File: src/rtl/assert_macros.svh
// Assertion macros shared by the queue modules.
`ifndef ASSERT_MACROS_SVH
`define ASSERT_MACROS_SVH

// Checked at every clock edge outside reset.
`define PMQ_ASSERT(lbl, prop, msg) \
	lbl: assert property (@(posedge clk) disable iff (!arst_n) prop) else $error(msg);

// Checked at every clock edge, reset included.
`define PMQ_ASSERT_ALWAYS(lbl, prop, msg) \
	lbl: assert property (@(posedge clk) prop) else $error(msg);

`endif

File: src/rtl/pmq_pkg.sv
// Package with the codes, types and helpers of the priority message queue.
package pmq_pkg;

	localparam logic [1:0] CMD_SEND  = 2'd0;
	localparam logic [1:0] CMD_RECV  = 2'd1;
	localparam logic [1:0] CMD_CLEAR = 2'd2;

	localparam logic [1:0] ST_OK    = 2'd0;
	localparam logic [1:0] ST_BLOCK = 2'd1;
	localparam logic [1:0] ST_LEN   = 2'd2;

	localparam logic REG_QUEUE_DEPTH  = 1'b0;
	localparam logic REG_MESSAGE_SIZE = 1'b1;

	typedef enum logic [3:0] {
		OP_IDLE,
		OP_LATCH,
		OP_SEND_RD,
		OP_SEND_UPD,
		OP_WALK,
		OP_LINK_RD,
		OP_LINK_A,
		OP_LINK_B,
		OP_RECV_RD,
		OP_RECV_UPD,
		OP_CLEAR,
		OP_RESULT
	} dp_op_t;

	typedef enum logic [3:0] {
		S_IDLE,
		S_CHECK,
		S_SEND_UPD,
		S_WALK,
		S_LINK_RD,
		S_LINK_A,
		S_LINK_B,
		S_RECV_UPD,
		S_DONE
	} state_t;

	typedef struct packed {
		dp_op_t     op;
		logic [1:0] code;
	} dp_cmd_t;

	typedef struct packed {
		logic [1:0] cmd;
		logic       len_bad;
		logic       full;
		logic       empty;
		logic       prio_gt;
	} dp_stat_t;

	function automatic logic [63:0] byte_mask(input logic [3:0] nbytes);
		logic [63:0] m;
		m = '0;
		for (int i = 0; i < 8; i++) begin
			if (4'(i) < nbytes) begin
				m[i*8 +: 8] = 8'hFF;
			end
		end
		return m;
	endfunction

endpackage

File: src/rtl/priority_message_queue_core.sv
// Top level of the priority message queue: sequencer plus datapath.
// One item is taken at a time. After its check, a rejected, clear or unused command goes
// straight to the result; a receive and a send into an empty queue pass their update state
// first; a send that becomes the new head passes its update state, then the link read and
// link write states; any other send, between those, walks backward from the tail past each
// queued message of lower priority, reading one list entry per cycle from the slot memories.
// The next item is accepted in the cycle after the result appears, and a result held by
// out_stall delays the result of the following item until it leaves. Within a priority,
// messages leave in the order they were sent. A queue_depth write takes effect at the next
// clear command. A new item is accepted while a result waits.
module priority_message_queue_core #(
	parameter int DEPTH     = 16,
	parameter int MSG_BYTES = 8,
	parameter int PRIO_BITS = 8
) (
	input  logic        clk,
	input  logic        arst_n,
	input  logic        cfg_we,
	input  logic        cfg_index,
	input  logic [4:0]  cfg_data,
	input  logic        in_valid,
	output logic        in_stall,
	input  logic [1:0]  cmd,
	input  logic [63:0] payload_in,
	input  logic [3:0]  length,
	input  logic [7:0]  priority_in,
	output logic        out_valid,
	input  logic        out_stall,
	output logic [1:0]  status,
	output logic [63:0] payload_out,
	output logic [7:0]  priority_out,
	output logic [4:0]  fill_count
);

	pmq_pkg::dp_cmd_t  dcmd;
	pmq_pkg::dp_stat_t stat;

	pmq_ctrl u_ctrl (
		.clk       (clk),
		.arst_n    (arst_n),
		.in_valid  (in_valid),
		.in_stall  (in_stall),
		.out_valid (out_valid),
		.out_stall (out_stall),
		.stat      (stat),
		.dcmd      (dcmd)
	);

	pmq_datapath #(
		.DEPTH     (DEPTH),
		.MSG_BYTES (MSG_BYTES),
		.PRIO_BITS (PRIO_BITS)
	) u_dp (
		.clk          (clk),
		.arst_n       (arst_n),
		.cfg_we       (cfg_we),
		.cfg_index    (cfg_index),
		.cfg_data     (cfg_data),
		.cmd          (cmd),
		.payload_in   (payload_in),
		.length       (length),
		.priority_in  (priority_in),
		.dcmd         (dcmd),
		.stat         (stat),
		.status       (status),
		.payload_out  (payload_out),
		.priority_out (priority_out),
		.fill_count   (fill_count)
	);

endmodule

File: src/rtl/pmq_ctrl.sv
// Sequencer that steps the queue datapath through each command.
`include "assert_macros.svh"

module pmq_ctrl (
	input  logic              clk,
	input  logic              arst_n,
	input  logic              in_valid,
	output logic              in_stall,
	output logic              out_valid,
	input  logic              out_stall,
	input  pmq_pkg::dp_stat_t stat,
	output pmq_pkg::dp_cmd_t  dcmd
);

	pmq_pkg::state_t state_q, state_d;
	logic [1:0] code_q, code_d;
	logic out_valid_q, out_valid_d;
	logic walk_src;
	logic in_done;

	always_ff @(posedge clk or negedge arst_n) begin
		if (!arst_n) begin
			state_q     <= pmq_pkg::S_IDLE;
			code_q      <= pmq_pkg::ST_OK;
			out_valid_q <= 1'b0;
		end else begin
			state_q     <= state_d;
			code_q      <= code_d;
			out_valid_q <= out_valid_d;
		end
	end

	always_comb begin
		state_d     = state_q;
		code_d      = code_q;
		out_valid_d = out_valid_q && out_stall;
		dcmd.op     = pmq_pkg::OP_IDLE;
		dcmd.code   = code_q;
		unique case (state_q)
			pmq_pkg::S_IDLE: begin
				if (in_valid) begin
					dcmd.op = pmq_pkg::OP_LATCH;
					state_d = pmq_pkg::S_CHECK;
				end
			end
			pmq_pkg::S_CHECK: begin
				code_d  = pmq_pkg::ST_OK;
				state_d = pmq_pkg::S_DONE;
				unique case (stat.cmd)
					pmq_pkg::CMD_SEND: begin
						if (stat.len_bad) begin
							code_d = pmq_pkg::ST_LEN;
						end else if (stat.full) begin
							code_d = pmq_pkg::ST_BLOCK;
						end else begin
							dcmd.op = pmq_pkg::OP_SEND_RD;
							state_d = pmq_pkg::S_SEND_UPD;
						end
					end
					pmq_pkg::CMD_RECV: begin
						if (stat.len_bad) begin
							code_d = pmq_pkg::ST_LEN;
						end else if (stat.empty) begin
							code_d = pmq_pkg::ST_BLOCK;
						end else begin
							dcmd.op = pmq_pkg::OP_RECV_RD;
							state_d = pmq_pkg::S_RECV_UPD;
						end
					end
					pmq_pkg::CMD_CLEAR: begin
						dcmd.op = pmq_pkg::OP_CLEAR;
					end
					default: ;
				endcase
			end
			pmq_pkg::S_SEND_UPD: begin
				dcmd.op = pmq_pkg::OP_SEND_UPD;
				if (stat.empty) begin
					state_d = pmq_pkg::S_DONE;
				end else if (stat.prio_gt) begin
					state_d = pmq_pkg::S_LINK_RD;
				end else begin
					state_d = pmq_pkg::S_WALK;
				end
			end
			pmq_pkg::S_WALK: begin
				dcmd.op = pmq_pkg::OP_WALK;
				if (!stat.prio_gt) begin
					state_d = pmq_pkg::S_LINK_RD;
				end
			end
			pmq_pkg::S_LINK_RD: begin
				dcmd.op = pmq_pkg::OP_LINK_RD;
				state_d = pmq_pkg::S_LINK_A;
			end
			pmq_pkg::S_LINK_A: begin
				dcmd.op = pmq_pkg::OP_LINK_A;
				state_d = pmq_pkg::S_LINK_B;
			end
			pmq_pkg::S_LINK_B: begin
				dcmd.op = pmq_pkg::OP_LINK_B;
				state_d = pmq_pkg::S_DONE;
			end
			pmq_pkg::S_RECV_UPD: begin
				dcmd.op = pmq_pkg::OP_RECV_UPD;
				state_d = pmq_pkg::S_DONE;
			end
			pmq_pkg::S_DONE: begin
				if (!out_valid_q || !out_stall) begin
					dcmd.op     = pmq_pkg::OP_RESULT;
					out_valid_d = 1'b1;
					state_d     = pmq_pkg::S_IDLE;
				end
			end
			default: state_d = pmq_pkg::S_IDLE;
		endcase
	end

	assign in_stall  = (state_q != pmq_pkg::S_IDLE);
	assign out_valid = out_valid_q;
	assign walk_src  = (state_q == pmq_pkg::S_SEND_UPD) || (state_q == pmq_pkg::S_WALK);
	assign in_done   = (state_q == pmq_pkg::S_DONE);

	`PMQ_ASSERT(a_walk_entry, (state_q == pmq_pkg::S_WALK) |-> $past(walk_src), "bad walk entry")
	`PMQ_ASSERT(a_result_from_done, $rose(out_valid_q) |-> $past(in_done), "result outside done")

endmodule

File: src/rtl/pmq_datapath.sv
// Datapath of the queue: slot memories, list pointers, configuration and result registers.
`include "assert_macros.svh"

module pmq_datapath #(
	parameter int DEPTH     = 16,
	parameter int MSG_BYTES = 8,
	parameter int PRIO_BITS = 8
) (
	input  logic              clk,
	input  logic              arst_n,
	input  logic              cfg_we,
	input  logic              cfg_index,
	input  logic [4:0]        cfg_data,
	input  logic [1:0]        cmd,
	input  logic [63:0]       payload_in,
	input  logic [3:0]        length,
	input  logic [7:0]        priority_in,
	input  pmq_pkg::dp_cmd_t  dcmd,
	output pmq_pkg::dp_stat_t stat,
	output logic [1:0]        status,
	output logic [63:0]       payload_out,
	output logic [7:0]        priority_out,
	output logic [4:0]        fill_count
);

	localparam int AW = $clog2(DEPTH);
	localparam int FW = $clog2(DEPTH + 1);
	localparam int MW = 8 * MSG_BYTES;
	localparam logic [FW-1:0] NULL_SLOT = FW'(DEPTH);
	localparam logic [4:0] QD_RST = 5'((DEPTH > 31) ? 31 : DEPTH);

	logic [4:0] qd_q;
	logic [3:0] ms_q;
	logic [FW-1:0] depth_q, depth_eff;
	logic [3:0] size_eff;

	logic [1:0] cmd_q;
	logic [MW-1:0] pay_q;
	logic [3:0] len_q;
	logic [PRIO_BITS-1:0] prio_q;

	logic [FW-1:0] free_head_q, fresh_q, count_q;
	logic [AW-1:0] head_q, ix_q, s_q, after_q;
	logic s_fresh_q;

	logic [MW-1:0] res_pay_q;
	logic [PRIO_BITS-1:0] res_prio_q;

	logic [MW-1:0] msg_mem [DEPTH];
	logic [PRIO_BITS-1:0] prio_mem [DEPTH];
	logic [AW-1:0] prev_mem [DEPTH];
	logic [AW-1:0] next_mem [DEPTH];
	logic [FW-1:0] free_mem [DEPTH];

	logic [MW-1:0] msg_rd;
	logic [PRIO_BITS-1:0] prio_rd;
	logic [AW-1:0] prev_rd, next_rd;
	logic [FW-1:0] free_rd;

	logic [AW-1:0] rd_a;
	logic prev_we, next_we;
	logic [AW-1:0] prev_wa, prev_wd, next_wa, next_wd;
	logic [FW-1:0] fresh_inc;
	logic [63:0] len_mask;

	always_comb begin
		if (qd_q == '0) begin
			depth_eff = FW'(1);
		end else if (32'(qd_q) > DEPTH) begin
			depth_eff = FW'(DEPTH);
		end else begin
			depth_eff = FW'(qd_q);
		end
		size_eff = (32'(ms_q) > MSG_BYTES) ? 4'(MSG_BYTES) : ms_q;
	end

	assign len_mask  = pmq_pkg::byte_mask(len_q);
	assign fresh_inc = fresh_q + FW'(1);

	assign stat.cmd     = cmd_q;
	assign stat.len_bad = (len_q > size_eff);
	assign stat.full    = (free_head_q == NULL_SLOT);
	assign stat.empty   = (count_q == '0);
	assign stat.prio_gt = (prio_q > prio_rd);

	always_comb begin
		if (dcmd.op == pmq_pkg::OP_SEND_UPD || dcmd.op == pmq_pkg::OP_WALK) begin
			rd_a = prev_rd;
		end else if (dcmd.op == pmq_pkg::OP_LINK_RD) begin
			rd_a = ix_q;
		end else begin
			rd_a = head_q;
		end
	end

	always_comb begin
		prev_we = 1'b0;
		next_we = 1'b0;
		prev_wa = s_q;
		prev_wd = s_q;
		next_wa = s_q;
		next_wd = s_q;
		unique case (dcmd.op)
			pmq_pkg::OP_SEND_UPD: begin
				prev_we = stat.empty;
				next_we = stat.empty;
			end
			pmq_pkg::OP_LINK_A: begin
				prev_we = 1'b1;
				prev_wd = ix_q;
				next_we = 1'b1;
				next_wd = next_rd;
			end
			pmq_pkg::OP_LINK_B: begin
				prev_we = 1'b1;
				prev_wa = after_q;
				next_we = 1'b1;
				next_wa = ix_q;
			end
			pmq_pkg::OP_RECV_UPD: begin
				prev_we = (count_q > FW'(1));
				prev_wa = next_rd;
				prev_wd = prev_rd;
				next_we = (count_q > FW'(1));
				next_wa = prev_rd;
				next_wd = next_rd;
			end
			default: ;
		endcase
	end

	always_ff @(posedge clk) begin
		if (dcmd.op == pmq_pkg::OP_SEND_RD) begin
			msg_mem[free_head_q[AW-1:0]]  <= pay_q & len_mask[MW-1:0];
			prio_mem[free_head_q[AW-1:0]] <= prio_q;
		end
		if (prev_we) begin
			prev_mem[prev_wa] <= prev_wd;
		end
		if (next_we) begin
			next_mem[next_wa] <= next_wd;
		end
		if (dcmd.op == pmq_pkg::OP_RECV_UPD) begin
			free_mem[head_q] <= free_head_q;
		end
		msg_rd  <= msg_mem[rd_a];
		prio_rd <= prio_mem[rd_a];
		prev_rd <= prev_mem[rd_a];
		next_rd <= next_mem[rd_a];
		free_rd <= free_mem[free_head_q[AW-1:0]];
	end

	always_ff @(posedge clk) begin
		if (dcmd.op == pmq_pkg::OP_LATCH) begin
			cmd_q      <= cmd;
			pay_q      <= payload_in[MW-1:0];
			len_q      <= length;
			prio_q     <= priority_in[PRIO_BITS-1:0];
			res_pay_q  <= '0;
			res_prio_q <= '0;
		end
		if (dcmd.op == pmq_pkg::OP_SEND_RD) begin
			s_q       <= free_head_q[AW-1:0];
			s_fresh_q <= (free_head_q == fresh_q);
		end
		if (dcmd.op == pmq_pkg::OP_SEND_UPD || (dcmd.op == pmq_pkg::OP_WALK && stat.prio_gt)) begin
			ix_q <= prev_rd;
		end
		if (dcmd.op == pmq_pkg::OP_LINK_A) begin
			after_q <= next_rd;
		end
		if (dcmd.op == pmq_pkg::OP_RECV_UPD) begin
			res_pay_q  <= msg_rd & len_mask[MW-1:0];
			res_prio_q <= prio_rd;
		end
		if (dcmd.op == pmq_pkg::OP_RESULT) begin
			status       <= dcmd.code;
			payload_out  <= 64'(res_pay_q);
			priority_out <= 8'(res_prio_q);
			fill_count   <= 5'(count_q);
		end
	end

	always_ff @(posedge clk or negedge arst_n) begin
		if (!arst_n) begin
			qd_q        <= QD_RST;
			ms_q        <= 4'(MSG_BYTES);
			depth_q     <= FW'(QD_RST);
			free_head_q <= '0;
			fresh_q     <= '0;
			head_q      <= '0;
			count_q     <= '0;
		end else begin
			if (cfg_we && cfg_index == pmq_pkg::REG_QUEUE_DEPTH) begin
				qd_q <= cfg_data;
			end
			if (cfg_we && cfg_index == pmq_pkg::REG_MESSAGE_SIZE) begin
				ms_q <= cfg_data[3:0];
			end
			unique case (dcmd.op)
				pmq_pkg::OP_CLEAR: begin
					depth_q     <= depth_eff;
					free_head_q <= '0;
					fresh_q     <= '0;
					head_q      <= '0;
					count_q     <= '0;
				end
				pmq_pkg::OP_SEND_UPD: begin
					if (s_fresh_q) begin
						fresh_q     <= fresh_inc;
						free_head_q <= (fresh_inc < depth_q) ? fresh_inc : NULL_SLOT;
					end else begin
						free_head_q <= free_rd;
					end
					if (stat.empty || stat.prio_gt) begin
						head_q <= s_q;
					end
					count_q <= count_q + FW'(1);
				end
				pmq_pkg::OP_RECV_UPD: begin
					head_q      <= (count_q > FW'(1)) ? next_rd : '0;
					free_head_q <= FW'(head_q);
					count_q     <= count_q - FW'(1);
				end
				default: ;
			endcase
		end
	end

	`PMQ_ASSERT(a_count_bound, count_q <= depth_q, "message count above depth")
	`PMQ_ASSERT(a_full_match, (free_head_q == NULL_SLOT) == (count_q == depth_q), "free list and count disagree")
	`PMQ_ASSERT(a_fresh_bound, fresh_q <= depth_q, "fresh slot pointer beyond depth")

endmodule

File: config.mk
export PLATFORM = sky130hd
export DESIGN_NAME = priority_message_queue_core
export DESIGN_NICKNAME = d
export VERILOG_FILES = /design/src/rtl/pmq_pkg.sv /design/src/rtl/priority_message_queue_core.sv /design/src/rtl/pmq_ctrl.sv /design/src/rtl/pmq_datapath.sv
export VERILOG_INCLUDE_DIRS = /design/src /design/src/rtl
export SDC_FILE = /design/constraint.sdc
export NUM_CORES = 2
export LEC_CHECK = 0
export ABC_AREA = 1
export BUFFER_PORTS_ARGS = -buffer_cell sky130_fd_sc_hd__buf_4
export CAP_MARGIN = 5
export CELL_PAD_IN_SITES_DETAIL_PLACEMENT = 0
export CELL_PAD_IN_SITES_GLOBAL_PLACEMENT = 1
export CORE_ASPECT_RATIO = 0.7
export CORE_MARGIN = 1.5
export CORE_UTILIZATION = 40
export CTS_CLUSTER_SIZE = 14
export DETAILED_ROUTE_END_ITERATION = 10
export GPL_TIMING_DRIVEN = 0
export PLACE_DENSITY = 0.74
export SLEW_MARGIN = 20
export SYNTH_ARGS = -nofsm -noshare
export SYNTH_HDL_FRONTEND = slang
export SYNTH_SLANG_ARGS = --single-unit
File: constraint.sdc
create_clock -name clk -period 21.7 [get_ports clk]
set_input_delay 4.34 -clock clk [delete_from_list [all_inputs] [get_ports clk]]
set_output_delay 4.34 -clock clk [all_outputs]
set_load 0.02 [all_outputs]
==> impl_metrics.yaml <==
power:
  finalPower_mw: 11.6
  power_density_nw_per_um2: 139
  ir_drop_mv: 0.112
  p_leak_nw: 35.0
timing:
  hold_viol: 0
  worst_slack_ns: 14.40
  clock_skew_ns: 0.0346
  min_period_over_period: 0.336
  finalSetupTns_ns: 0
  worstMarginPinSlew_ns: 1.23
  period_needed_ns: 7.30
  setup_viol: 0
  max_slew_margin: 0.181
  rsz0062_at_grt: "false"
  fmax_mhz: 137
  maxSlewViolCount: 0
clock_tree:
  cts_root_buf: "clkbuf_16"
  hold_buffers: 0
  cts_tree: "done"
  post_cts.repair.setup_buffers: 0
  htreeDepth: 4
  clk_pin_slew_worst_paths_ns: 0.06
  clk_latency_ns: 0.81
  clock-sinks: 1727
  cts_resized: 0
  cts_buffers: 168
  cts_buffer_depth: 3
cells_and_area:
  n_fill_cell: 15800
  final_common_cell: "nand2_1"
  fin_area_um2: 83300
  fin_nets: 7154
  drive_gt1_frac: 0.111
  final_core_util: 0.471
  syn_to_final_growth_pct: 16.7
  final_cell_mix: "nand2_1, edfxtp_1, inv_1, nand3_1, buf_2"
drt:
  routed_wl_um: 212000
  dr.pass1.iters: 6
  drtAntennaViolNets: 0
  drtIter0Drc: 5342
  route.detailed.drc: 0
  wl_per_cell_um: 22.2
  dr_total_vias: 47800
  via_per_inst: 5.01
job:
  max_cap_viol_count: 0
worst_setup_path:
  start_kind: "primary input"
  ff2ff_path_depth: 17
  crit_required_ns: 22.19
  critPathArrivalTime_ns: 7.79
  r2r_slack_ns: 16.72
  end_kind: "flip-flop"
  path_max_fanout: 21
  timing.rr.end: "u_dp.msg_mem[2][12]"
  r2r_start: "u_dp.len_q[1]"
  critPathKind: "in2reg"
place:
  portBuffers: 169
  dpl.hpwl_um: 143000
  gp_routability_congestion: 0.878
  placed_area_um2: 77600
  pre_cts_ws_ns: 13.69
logic_synthesis:
  syn_nets: 6727
  synth-edff-count: 1602
  synth_area_per_cell_um2: 10.8
  synthDistinctLibCells: 42
  synth.yosys.seq_area_share: 0.711
  synth_top_flop_cell: "edfxtp_1"
  syn_area_um2: 71400
  synthArstFlopShare: 0.0232
  syn_inst: 6618
  ys_ff_latch: 1727
  ys.warnings.count: 0
grt:
  grt_use_total: 0.232
  grt_pass1_wl_um: 304000
  grt_overflow: 0
  met1_usage: 0.343
  grt_pass1_vias: 44600
  gr-usage-met3: 0.0480
  antenna_found_initial: 12
  grt_start_max_net_pins: 57
  use_met2: 0.344
  busiest_layer: "met2"
min_path:
  hold_path_depth: 0
  min_to: "u_dp.payload_out[44]"
  min_from: "u_dp.res_pay_q[44]"
  hold_class: "reg2reg"
floorplanning:
  num_rows: 129
  coreArea_um2: 177000
  start_util: 0.403
  die_width_um: 508
  io_pins: 170
  dieArea_um2: 181000
  die_h_um: 357
run_status:
  status: "completed"
## Yosys cell counts (2+ instances only)
cell	count	area share
buf_2	191	0.013
nand4_1	9	0.00079
o2111ai_1	2	0.00025
o31ai_1	5	0.00053
clkbuf_1	85	0.0045
nor3_1	11	0.00077
inv_1	1275	0.067
a21oi_1	13	0.00091
a22oi_1	22	0.0023
buf_6	2	0.00032
nand2_1	1792	0.094
buf_4	3	0.00032
o21ai_2	2	0.00025
dfrtp_1	37	0.013
nand3_1	1131	0.079
o221ai_1	2	0.00025
xor2_1	8	0.00098
o22ai_1	5	0.00044
edfxtp_1	1602	0.67
dfstp_2	3	0.0011
nor2_1	230	0.012
dfxtp_1	85	0.024
o211ai_1	5	0.00053
buf_1	15	0.00079
ha_1	20	0.0035
nand2_2	4	0.00035
nor3_2	2	0.00028
o21ai_1	5	0.00035
inv_2	7	0.00037
o21ai_0	33	0.0023
## cells by family after synthesis
| logic type | after synthesis | share of synthesized area |
|---|---|---|
| XOR/XNOR | 8 | 0.000981 |
| multiplexers | 1 | 0.000158 |
| buffers and inverters | 1578 | 0.0866 |
| flip-flops | 1727 | 0.711 |
| AO/OA/AOI/OAI | 101 | 0.00909 |
| adder cells (fa/ha/maj) | 20 | 0.00350 |
| AND/OR/NAND/NOR | 3183 | 0.188 |
## registers in the layout (all words and copies together) (netlist names), 5 cells and up
signal,cells
u_dp.payload_out,64
u_dp.prev_mem,64
u_dp.free_rd,5
u_dp.next_mem,64
u_dp.free_head_q,5
u_dp.free_mem,80
u_dp.fresh_q,5
u_dp.msg_rd,64
u_dp.prio_q,8
u_dp.prio_rd,8
u_dp.msg_mem,1024
u_dp.priority_out,8
u_dp.depth_q,5
u_dp.pay_q,64
u_dp.count_q,5
u_dp.res_pay_q,64
u_dp.prio_mem,128
u_dp.fill_count,5
u_dp.res_prio_q,8
u_dp.qd_q,5
## per-layer routing
layer / vias up / routed length [um]
li1: 22400 / -
met1: 22900 / 93800
met2: 2227 / 91000
met3: 331 / 21100
met4: 4 / 5860
met5: - / 24
## metrics by stage
stage,hold WS (ns),instances
final,0.401,9548
after floorplan,0.400,6618
after global placement,0.401,9145
after global routing,0.403,9543
after detailed placement,0.405,9232
after CTS,0.403,9542
## layout make-up
| class | count | area, um^2 | area share |
|---|---|---|---|
| diodes | 5 | 12.5 | 0.000150 |
| plain buffers | 296 | 1390 | 0.0166 |
| clock buffers | 233 | 4830 | 0.0579 |
| clock inverters | 77 | 805 | 0.00965 |
| inverters | 1282 | 4820 | 0.0578 |
| multi-input cells | 3313 | 14700 | 0.176 |
| flip-flops and latches | 1727 | 50800 | 0.610 |
| well taps | 2358 | 2950 | 0.0354 |
| repair buffers | 257 | 3070 | 0.0369 |
## worst max-delay path, cell delays in order
cell,delay [ns]
buf_4,0.08
nand2_1,0.09
nand2_1,0.21
nand2_1,0.13
nor3_1,0.40
nand2_1,0.12
nor3_2,0.68
nand2_1,0.46
nor2_4,0.54
buf_12,0.28
buf_16,0.19
buf_12,0.20
## worst max path at each step
stage | start | slack (ns) | cells past startpoint | end
2_1_floorplan | out_stall | 11.46 | 6 | u_dp.res_pay_q[0]
3_3_place_gp | out_stall | 5.90 | 7 | u_dp.res_pay_q[39]
3_5_place_dp | out_stall | 13.69 | 12 | u_dp.msg_mem[2][6]
4_1_cts | out_stall | 14.52 | 12 | u_dp.msg_mem[2][5]
5_1_grt | out_stall | 14.34 | 12 | u_dp.msg_mem[2][6]
6_report | out_stall | 14.40 | 12 | u_dp.msg_mem[2][12]
## power breakdown
group          leakage (nW)  switching, mW  internal (mW)
registers              15.8          0.168           4.32
logic                  16.4           3.08           1.01
clock network          2.77           1.29           1.72
total                  35.0           4.53           7.06
(Power assumes the default switching activity.)
